[config.mk]
export PLATFORM = sky130hd
export DESIGN_NAME = greedy_bounded_change_dispenser
export DESIGN_NICKNAME = d
export VERILOG_FILES = /design/src/rtl/gbcd_pkg.sv /design/src/rtl/gbcd_cell.sv /design/src/rtl/gbcd_div.sv /design/src/rtl/greedy_bounded_change_dispenser.sv
export SDC_FILE = /design/constraint.sdc
export NUM_CORES = 2
export LEC_CHECK = 0
export CORE_ASPECT_RATIO = 2
export CORE_MARGIN = 2
export CORE_UTILIZATION = 60
export CTS_BUF_LIST = sky130_fd_sc_hd__clkbuf_16
export DETAILED_ROUTE_END_ITERATION = 8
export DONT_BUFFER_PORTS = 1
export PLACE_DENSITY = 0.73
export SLEW_MARGIN = 10
export SYNTH_ARGS = -nofsm -noshare
export SYNTH_HDL_FRONTEND = slang
export SYNTH_SLANG_ARGS = --single-unit
[constraint.sdc]
create_clock -name clk -period 18.2 [get_ports clk]
set_input_delay 1.82 -clock clk [delete_from_list [all_inputs] [get_ports clk]]
set_output_delay 1.82 -clock clk [all_outputs]
set_load 0.02 [all_outputs]
[src/rtl/gbcd_pkg.sv]
// ----------------------------------------------------------------------------
// gbcd_pkg
// Shared types, codes and helpers of the greedy bounded change dispenser.
// ----------------------------------------------------------------------------
package gbcd_pkg;

  localparam int unsigned VAL_W       = 16;
  localparam int unsigned CNT_W       = 16;
  localparam int unsigned AMT_W       = 24;
  localparam int unsigned IDX_W       = 6;   // load index, covers up to 64 entries
  localparam int unsigned MAX_RESULTS = 16;

  typedef enum logic [1:0] {
    CMD_LOAD     = 2'd0,
    CMD_DISPENSE = 2'd1,
    CMD_CLEAR    = 2'd2
  } cmd_t;

  typedef enum logic [2:0] {
    ST_LINE       = 3'd0,
    ST_IMPOSSIBLE = 3'd1,
    ST_NOTHING    = 3'd2,
    ST_LOADED     = 3'd3,
    ST_REJECTED   = 3'd4,
    ST_CLEARED    = 3'd5
  } status_t;

  // One denomination as it travels along the cell chain
  typedef struct packed {
    logic             valid;
    logic [VAL_W-1:0] value;
    logic [CNT_W-1:0] count;
    logic [IDX_W-1:0] idx;
    logic [CNT_W-1:0] take;
  } gbcd_item_t;

  // Per-cycle command to every cell
  typedef struct packed {
    logic clear;
    logic insert;
    logic rotate;
    logic largest_first;
  } gbcd_ctrl_t;

  // True when a must be visited before b; equal values keep load order
  function automatic logic goes_before(gbcd_item_t a, gbcd_item_t b, logic largest_first);
    logic better;
    better = largest_first ? (a.value > b.value) : (a.value < b.value);
    return better || ((a.value == b.value) && (a.idx < b.idx));
  endfunction

endpackage

[src/rtl/gbcd_cell.sv]
// ----------------------------------------------------------------------------
// gbcd_cell
// One slot of the sorting chain: keeps the better of its entry and the beat
// from the left and passes the other right; in rotate mode takes its right
// neighbor's entry.
// ----------------------------------------------------------------------------
module gbcd_cell (
  input  logic                   clk,
  input  logic                   rst,
  input  gbcd_pkg::gbcd_ctrl_t   ctrl,
  input  gbcd_pkg::gbcd_item_t   left_in,
  input  gbcd_pkg::gbcd_item_t   right_in,
  output gbcd_pkg::gbcd_item_t   held,
  output gbcd_pkg::gbcd_item_t   pass
);

  // held entry and outgoing beat
  always_ff @(posedge clk) begin
    if (rst) begin
      held.valid <= 1'b0;
      pass.valid <= 1'b0;
    end else if (ctrl.clear) begin
      held.valid <= 1'b0;
      pass.valid <= 1'b0;
    end else if (ctrl.insert) begin
      if (!left_in.valid) begin
        pass.valid <= 1'b0;
      end else if (!held.valid) begin
        held       <= left_in;
        pass.valid <= 1'b0;
      end else if (gbcd_pkg::goes_before(left_in, held, ctrl.largest_first)) begin
        held <= left_in;
        pass <= held;
      end else begin
        pass <= left_in;
      end
    end else if (ctrl.rotate) begin
      held       <= right_in;
      pass.valid <= 1'b0;
    end
  end

endmodule

[src/rtl/gbcd_div.sv]
// ----------------------------------------------------------------------------
// gbcd_div
// Restoring divider, one quotient bit per cycle: amount by denomination.
// ----------------------------------------------------------------------------
module gbcd_div (
  input  logic                        clk,
  input  logic                        rst,
  input  logic                        start,
  input  logic [gbcd_pkg::AMT_W-1:0]  dividend,
  input  logic [gbcd_pkg::VAL_W-1:0]  divisor,
  output logic                        done,
  output logic [gbcd_pkg::AMT_W-1:0]  quotient
);

  localparam int unsigned STEP_W = $clog2(gbcd_pkg::AMT_W);

  logic                        busy;
  logic [STEP_W-1:0]           step;
  logic [gbcd_pkg::VAL_W:0]    rmd;
  logic [gbcd_pkg::VAL_W-1:0]  dvs;
  logic [gbcd_pkg::VAL_W:0]    trial;
  logic                        fits;

  // shift in next dividend bit and try a subtract
  always_comb begin
    trial = {rmd[gbcd_pkg::VAL_W-1:0], quotient[gbcd_pkg::AMT_W-1]};
    fits  = (trial >= {1'b0, dvs});
  end

  always_ff @(posedge clk) begin
    if (rst) begin
      busy <= 1'b0;
      done <= 1'b0;
    end else begin
      done <= 1'b0;
      if (start) begin
        busy     <= 1'b1;
        step     <= '0;
        quotient <= dividend;
        rmd      <= '0;
        dvs      <= divisor;
      end else if (busy) begin
        rmd      <= fits ? (trial - {1'b0, dvs}) : trial;
        quotient <= {quotient[gbcd_pkg::AMT_W-2:0], fits};
        step     <= step + STEP_W'(1);
        if (step == STEP_W'(gbcd_pkg::AMT_W - 1)) begin
          busy <= 1'b0;
          done <= 1'b1;
        end
      end
    end
  end

endmodule

[src/rtl/greedy_bounded_change_dispenser.sv]
// ----------------------------------------------------------------------------
// greedy_bounded_change_dispenser
// Load, clear and greedy dispense over a table of bounded denominations.
// ----------------------------------------------------------------------------
// Load and clear: the result is registered on the next edge.
// Dispense: the table is first fed through the D-cell chain, which sorts it,
// then D walk steps, each a skip or, while the amount is unmet, a divide,
// multiply and subtract; one check state; D emit steps, held by output stalls.
// One item in flight at a time: the input stalls while the block is busy.
// Synchronous reset empties the table, sets largest_first to 1, drops output.
// ----------------------------------------------------------------------------
module greedy_bounded_change_dispenser #(
  parameter int unsigned TABLE_DEPTH = 16
) (
  input  logic                        clk,
  input  logic                        rst,
  // configuration
  input  logic                        cfg_wr_en,
  input  logic                        cfg_wr_data,
  // input channel
  input  logic                        in_valid,
  output logic                        in_stall,
  input  logic [1:0]                  command,
  input  logic [gbcd_pkg::VAL_W-1:0]  denom_value,
  input  logic [gbcd_pkg::CNT_W-1:0]  denom_count,
  input  logic [gbcd_pkg::AMT_W-1:0]  amount,
  // output channel
  output logic                        out_valid,
  input  logic                        out_stall,
  output logic [2:0]                  status,
  output logic [gbcd_pkg::VAL_W-1:0]  out_value,
  output logic [gbcd_pkg::CNT_W-1:0]  out_count,
  output logic                        last
);

  localparam int unsigned AW = (TABLE_DEPTH > 1) ? $clog2(TABLE_DEPTH) : 1;
  localparam int unsigned UW = $clog2(TABLE_DEPTH + 1);
  localparam int unsigned FW = $clog2(2 * TABLE_DEPTH + 2);

  typedef enum logic [2:0] {
    S_IDLE, S_FEED, S_WALK, S_DIV, S_MUL, S_SUB, S_CHECK, S_EMIT
  } state_t;

  state_t                           state;
  logic                             largest_first;
  logic [UW-1:0]                    used;
  logic [FW-1:0]                    feed_cnt;
  logic [UW-1:0]                    step;
  logic [UW-1:0]                    lines;
  logic [UW-1:0]                    emitted;
  logic [gbcd_pkg::AMT_W-1:0]       rem;
  logic [gbcd_pkg::CNT_W-1:0]       take;
  logic [gbcd_pkg::VAL_W+gbcd_pkg::CNT_W-1:0] prod;

  // table memory and its registered read port
  logic [gbcd_pkg::VAL_W-1:0]       tbl_value [TABLE_DEPTH];
  logic [gbcd_pkg::CNT_W-1:0]       tbl_count [TABLE_DEPTH];
  logic                             rd_valid;
  logic [gbcd_pkg::VAL_W-1:0]       rd_value;
  logic [gbcd_pkg::CNT_W-1:0]       rd_count;
  logic [gbcd_pkg::IDX_W-1:0]       rd_idx;

  // chain
  gbcd_pkg::gbcd_ctrl_t             ctrl;
  gbcd_pkg::gbcd_item_t             feed_item;
  gbcd_pkg::gbcd_item_t             wrap_item;
  gbcd_pkg::gbcd_item_t             held [TABLE_DEPTH];
  gbcd_pkg::gbcd_item_t             pass [TABLE_DEPTH];

  // divider
  logic                             div_start;
  logic                             div_done;
  logic [gbcd_pkg::AMT_W-1:0]       div_q;

  logic                             in_acc;
  logic                             out_free;
  logic                             load_ok;
  logic                             head_live;
  logic                             is_line;
  logic                             step_end;
  logic                             fail;
  logic [gbcd_pkg::CNT_W-1:0]       take_next;

  // handshake and decode
  always_comb begin
    out_free  = !out_valid || !out_stall;
    in_stall  = (state != S_IDLE) || !out_free;
    in_acc    = in_valid && !in_stall;
    load_ok   = (denom_value != '0) && (used != UW'(TABLE_DEPTH));
    head_live = held[0].valid && (rem != '0);
    is_line   = held[0].valid && (held[0].take != '0);
    step_end  = (step == UW'(TABLE_DEPTH - 1));
    fail      = (rem != '0) || (32'(lines) > gbcd_pkg::MAX_RESULTS);
    take_next = (div_q < {{(gbcd_pkg::AMT_W - gbcd_pkg::CNT_W){1'b0}}, held[0].count})
                ? div_q[gbcd_pkg::CNT_W-1:0] : held[0].count;
    div_start = (state == S_WALK) && head_live;
  end

  // chain control and the beats entering both ends
  always_comb begin
    ctrl.clear         = in_acc && (command == gbcd_pkg::CMD_DISPENSE);
    ctrl.insert        = (state == S_FEED);
    ctrl.rotate        = ((state == S_WALK) && !head_live) || (state == S_SUB) ||
                         ((state == S_EMIT) && (!is_line || out_free));
    ctrl.largest_first = largest_first;

    feed_item       = '0;
    feed_item.valid = rd_valid;
    feed_item.value = rd_value;
    feed_item.count = rd_count;
    feed_item.idx   = rd_idx;

    wrap_item = held[0];
    if (state == S_SUB) begin
      wrap_item.take = take;
    end else if (state == S_WALK) begin
      wrap_item.take = '0;
    end
  end

  // table write on load, sequential read while feeding the chain
  always_ff @(posedge clk) begin
    if (in_acc && (command == gbcd_pkg::CMD_LOAD) && load_ok) begin
      tbl_value[used[AW-1:0]] <= denom_value;
      tbl_count[used[AW-1:0]] <= denom_count;
    end
    rd_value <= tbl_value[feed_cnt[AW-1:0]];
    rd_count <= tbl_count[feed_cnt[AW-1:0]];
    rd_idx   <= gbcd_pkg::IDX_W'(feed_cnt);
  end

  // cell chain
  for (genvar g = 0; g < TABLE_DEPTH; g++) begin : g_cell
    gbcd_pkg::gbcd_item_t left_in;
    gbcd_pkg::gbcd_item_t right_in;
    if (g == 0) begin : g_head
      assign left_in = feed_item;
    end else begin : g_body
      assign left_in = pass[g-1];
    end
    if (g == TABLE_DEPTH - 1) begin : g_tail
      assign right_in = wrap_item;
    end else begin : g_inner
      assign right_in = held[g+1];
    end
    gbcd_cell u_cell (
      .clk      (clk),
      .rst      (rst),
      .ctrl     (ctrl),
      .left_in  (left_in),
      .right_in (right_in),
      .held     (held[g]),
      .pass     (pass[g])
    );
  end

  gbcd_div u_div (
    .clk      (clk),
    .rst      (rst),
    .start    (div_start),
    .dividend (rem),
    .divisor  (held[0].value),
    .done     (div_done),
    .quotient (div_q)
  );

  // sequencer and output register
  always_ff @(posedge clk) begin
    if (rst) begin
      state         <= S_IDLE;
      largest_first <= 1'b1;
      used          <= '0;
      rd_valid      <= 1'b0;
      out_valid     <= 1'b0;
    end else begin
      if (cfg_wr_en) begin
        largest_first <= cfg_wr_data;
      end
      rd_valid <= (state == S_FEED) && (feed_cnt < FW'(used));
      if (out_valid && !out_stall) begin
        out_valid <= 1'b0;
      end

      unique case (state)
        S_IDLE: begin
          if (in_acc) begin
            unique case (command)
              gbcd_pkg::CMD_LOAD: begin
                out_valid <= 1'b1;
                out_value <= '0;
                out_count <= '0;
                last      <= 1'b1;
                if (load_ok) begin
                  status <= gbcd_pkg::ST_LOADED;
                  used   <= used + UW'(1);
                end else begin
                  status <= gbcd_pkg::ST_REJECTED;
                end
              end
              gbcd_pkg::CMD_DISPENSE: begin
                rem      <= amount;
                feed_cnt <= '0;
                lines    <= '0;
                state    <= S_FEED;
              end
              gbcd_pkg::CMD_CLEAR: begin
                used      <= '0;
                out_valid <= 1'b1;
                status    <= gbcd_pkg::ST_CLEARED;
                out_value <= '0;
                out_count <= '0;
                last      <= 1'b1;
              end
              default: ;
            endcase
          end
        end
        S_FEED: begin
          feed_cnt <= feed_cnt + FW'(1);
          if (feed_cnt == FW'(used) + FW'(TABLE_DEPTH)) begin
            step  <= '0;
            state <= S_WALK;
          end
        end
        S_WALK: begin
          if (head_live) begin
            state <= S_DIV;
          end else if (step_end) begin
            state <= S_CHECK;
          end else begin
            step <= step + UW'(1);
          end
        end
        S_DIV: begin
          if (div_done) begin
            take  <= take_next;
            state <= S_MUL;
          end
        end
        S_MUL: begin
          prod  <= take * held[0].value;
          state <= S_SUB;
        end
        S_SUB: begin
          rem <= rem - prod[gbcd_pkg::AMT_W-1:0];
          if (take != '0) begin
            lines <= lines + UW'(1);
          end
          if (step_end) begin
            state <= S_CHECK;
          end else begin
            step  <= step + UW'(1);
            state <= S_WALK;
          end
        end
        S_CHECK: begin
          if (!fail && (lines != '0)) begin
            step    <= '0;
            emitted <= '0;
            state   <= S_EMIT;
          end else if (out_free) begin
            out_valid <= 1'b1;
            status    <= fail ? gbcd_pkg::ST_IMPOSSIBLE : gbcd_pkg::ST_NOTHING;
            out_value <= '0;
            out_count <= '0;
            last      <= 1'b1;
            state     <= S_IDLE;
          end
        end
        S_EMIT: begin
          if (is_line && out_free) begin
            out_valid <= 1'b1;
            status    <= gbcd_pkg::ST_LINE;
            out_value <= held[0].value;
            out_count <= held[0].take;
            last      <= ((emitted + UW'(1)) == lines);
            emitted   <= emitted + UW'(1);
          end
          if (!is_line || out_free) begin
            if (step_end) begin
              state <= S_IDLE;
            end else begin
              step <= step + UW'(1);
            end
          end
        end
        default: state <= S_IDLE;
      endcase
    end
  end

endmodule

==> summary.md <==
| Metric | Value |
|---|---|
| Worst-Margin Slew | 1.166 ns |
| Slowest cell on crit path | edfxtp_1 |
| Hold Vio Cnt, Final | 0 |
| Reg2reg setup slack | 11.13 ns |
| Initial antenna violation count | 7 |
| Die Area | 199500 µm² |
| Mapped Area | 117400 µm² |
| Crit Path Category | reg -> reg |
| Pwr per Cell Area | 147.6 nW/µm² |
| Max Cap Viol | 0 |
| GPL Wtd Cong | 0.9498 |
| Worst IR Drop VDD | 283.7 µV |
| Most frequent cells in the layout | 2368 x edfxtp_1, 2098 x nand2_1, 748 x mux2_2 |
| Area growth syn-to-layout | 8.459% |
| Crit path to | prod[23] |
| Leakage power | 0.04813 µW |
| Overall routing resource usage | 0.3253 |
| Status | completed |
| CP delay by family, top | adder cells |
| Final Max Slew Viols | 0 |
| Total CTS buffers | 213 |
| Reg power frac | 0.404 |
| CTS Hold Bufs | 0 |
| Max Root-Sink Buffers | 4 |
| Placed Area | 120400 µm² |
| Util after Layout | 0.6546 |
| Residual DRC | 0 |
| Synthesized netlist cell count | 8945 |
| Worst hold slack | 0.4826 ns |
| Antenna Nets Post-Route | 0 |
| Total congestion overflow | 0 |
| Vias in the first global route | 73117 |
| Min-delay worst type | reg -> reg |
| Crit-path cells | and2_1 -> fa_1 -> inv_1 -> fa_1 -> fa_1 -> inv_1 -> fa_1 -> fa_1 -> inv_1 -> fa_1 -> inv_1 -> ha_1 -> and3_1 -> o211a_1 -> a221oi_1 -> o21ai_0 -> o41ai_2 -> o21ai_1 -> a21o_1 -> a21oi_1 -> xnor2_1 |
| Most used cell, CP | fa_1 |
| Setup repair after global routing missed its margin | no |
| Hpwl dp | 220700 µm |
| Row count | 229 |
| Core area | 194600 µm² |
| Main synth FF type | edfxtp_1 |
| Drt wl/cell | 27.73 µm |
| Slew headroom | 0.2230 |
| Root Buffer | clkbuf_16 |
| Library cells used by synthesis | 84 |
| Crit share post-route | 0.3882 |
| Switching share of total power | 0.3444 |
| Number of synthesized flops with an enable pin | 2368 |
| FF-to-FF Start | g_cell[0].u_cell.held[43] |
| TritonCTS clock tree | built |
| Worst EP arrival | 7.63 ns |
| Starting Density | 0.6036 |
| Max Clk Rate | 141.5 MHz |
| Crit end category | flop |
| Critical path data required time | 18.76 ns |
| Seq/Total Area, Yosys | 0.6195 |
| Met2 WL | 165200 µm |
| CP Buf/Inv Count | 4 |
| Finished Cell Area | 127400 µm² |
| Met1 WL | 110100 µm |
| Clock Power Share | 0.248 |
| Vias per cell | 6.066 |
| Worst Reg-to-Reg Cells | 21 |
| Slowest stage delay, CP | 0.96 ns |
| Final setup fails | 0 |
| Synth Net Count | 9653 |
| CTS Sinks | 2450 |
| Die H | 629.6 µm |
| Postcts setup bufs | 0 |
| Post-Route WL | 322100 µm |
| Max Used Layer | met5 |
| Clock transition at path regs | 0.07 ns |
| Met3 wire len | 15510 µm |
| Period minus WS final | 7.066 ns |
| Async SR Flop Fraction | 0 |
| Largest net degree at the start of global routing | 217 |
| Worst skew pair latency | 0.90 ns |
| Origin of the worst setup path | g_cell[0].u_cell.held[43] |
| Final Net Count | 9610 |
| Final Skew | 0.08759 ns |
| Drt first pass iters | 5 |
| WP depth | 21 |
| Combinational power share | 0.348 |
| Psw | 6474 µW |
| Total negative slack | 0 ns |
| Internal power | 12320 µW |
| Synth Register Bits | 2450 |
| YS warnings | 0 |
| Kind of start point of the critical path | flop |
| Filler instances | 13965 |
| Worst R2R End | prod[23] |
| Avg Synthesized Cell Area | 13.13 µm² |
| Share of post-route cells with drive strength above 1 | 0.1630 |
| Vias | 70478 |
| Post-CTS sizing | 0 |
| First-pass GRT wire length | 474400 µm |
| H-tree levels | 4 |
| Commonest non-fill, non-tap cell in the layout | edfxtp_1 |
| Die W | 316.8 µm |
| Final Total Pwr | 18800 µW |
| Top Ports | 102 |
| Initial drt markers | 6578 |
| Buffers on Ports | 0 |
| Crit path max fanout | 19 |
flip-flops by register name, indices dropped and copies added, names as in the netlist, 24 cells and up:
signal and flops:
tbl_count 256, prod 24, tbl_value 256, rem 24
u_div.quotient 24, g_cell.u_cell.pass 825, g_cell.u_cell.held 880
cell type report:
cell class | count | area [µm²] | area share
Tap cell | 2541 | 3179 | 0.02496
Sequential cell | 2450 | 72750 | 0.5712
Antenna cell | 6 | 15.01 | 0.0001179
Timing Repair Buffer | 142 | 1116 | 0.008763
Multi-Input combinational cell | 5451 | 40930 | 0.3214
Clock buffer | 216 | 5405 | 0.04244
Clock inverter | 168 | 1541 | 0.01210
Inverter | 644 | 2417 | 0.01898
tightest hold or removal path, cell delays in order (launching register included):
cell and delay, ns:
dfxtp_1 0.33, nand2_1 0.06, a21oi_1 0.05
Yosys cell counts (12+ instances only):
cell type,instances,share of area
a211oi_1,22,0.0014
a21o_1,112,0.0072
a21oi_1,149,0.0064
a31oi_1,15,0.00080
a32oi_1,12,0.00090
and2_1,140,0.0075
and3_1,28,0.0015
and4_1,12,0.00090
buf_1,25,0.00080
buf_2,47,0.0020
buf_6,25,0.0024
clkbuf_1,297,0.0095
dfxtp_1,82,0.014
edfxtp_1,2368,0.61
fa_1,170,0.029
ha_1,474,0.051
inv_1,643,0.021
mux2_1,53,0.0051
mux2_2,748,0.072
mux2i_1,24,0.0020
mux4_2,160,0.031
nand2_1,2104,0.067
nand2b_1,45,0.0024
nand3_1,37,0.0016
nand4_1,50,0.0027
nor2_1,159,0.0051
nor2b_1,79,0.0042
nor3_1,35,0.0015
nor4_1,44,0.0023
o21a_1,38,0.0024
o21ai_0,494,0.021
o22ai_1,17,0.00091
or2_2,16,0.00085
xnor2_1,57,0.0043
xor2_1,29,0.0022
worst min-delay path by stage:
stage                               startpoint                    endpoint  slack [ns]  cells after the start
CTS                 g_cell[12].u_cell.pass[54]  g_cell[13].u_cell.held[54]        0.48                      2
finish              g_cell[12].u_cell.pass[54]  g_cell[13].u_cell.held[54]        0.48                      2
detailed placement  g_cell[12].u_cell.pass[54]  g_cell[13].u_cell.held[54]        0.47                      2
global route        g_cell[12].u_cell.pass[54]  g_cell[13].u_cell.held[54]        0.51                      2
global placement    g_cell[12].u_cell.pass[54]  g_cell[13].u_cell.held[54]        0.46                      2
floorplan                          feed_cnt[2]                   rd_idx[2]        0.37                      0
cells by family (layout without fill, tap and decap cells):
logic type,after synthesis,after routing,synth area share
XOR/XNOR,86,86,0.006414
AND/OR/NAND/NOR,2778,2778,0.09991
buffers and inverters,1044,1170,0.03577
AO/OA/AOI/OAI,948,948,0.04805
multiplexers,995,995,0.1108
adder cells (fa/ha/maj),644,644,0.07949
other,0,6,0
flip-flops,2450,2450,0.6195
power groups by stage:
stage	registers [µW]	logic, µW	clock network [µW]
3_3_place_gp	7680	6380	0
4_1_cts	7590	6570	4700
3_5_place_dp	7710	6500	0
6_report	7600	6540	4650
5_1_grt	7640	7150	4880
2_1_floorplan	7560	4510	0
metrics by stage:
step | worst slack, ns | std cells
4_1_cts | 11.13 | 11612
6_report | 11.13 | 11618
5_1_grt | 10.79 | 11614
2_1_floorplan | 11.68 | 8945
3_5_place_dp | 11.16 | 11228
3_3_place_gp | 11.07 | 11228
layer usage:
layer,global-route usage,vias to the layer above
met5,0,-
li1,-,31673
met2,0.5624,2575
met1,0.3645,35404
met4,0.2579,4
met3,0.03289,822
(Power assumes the default switching activity.)
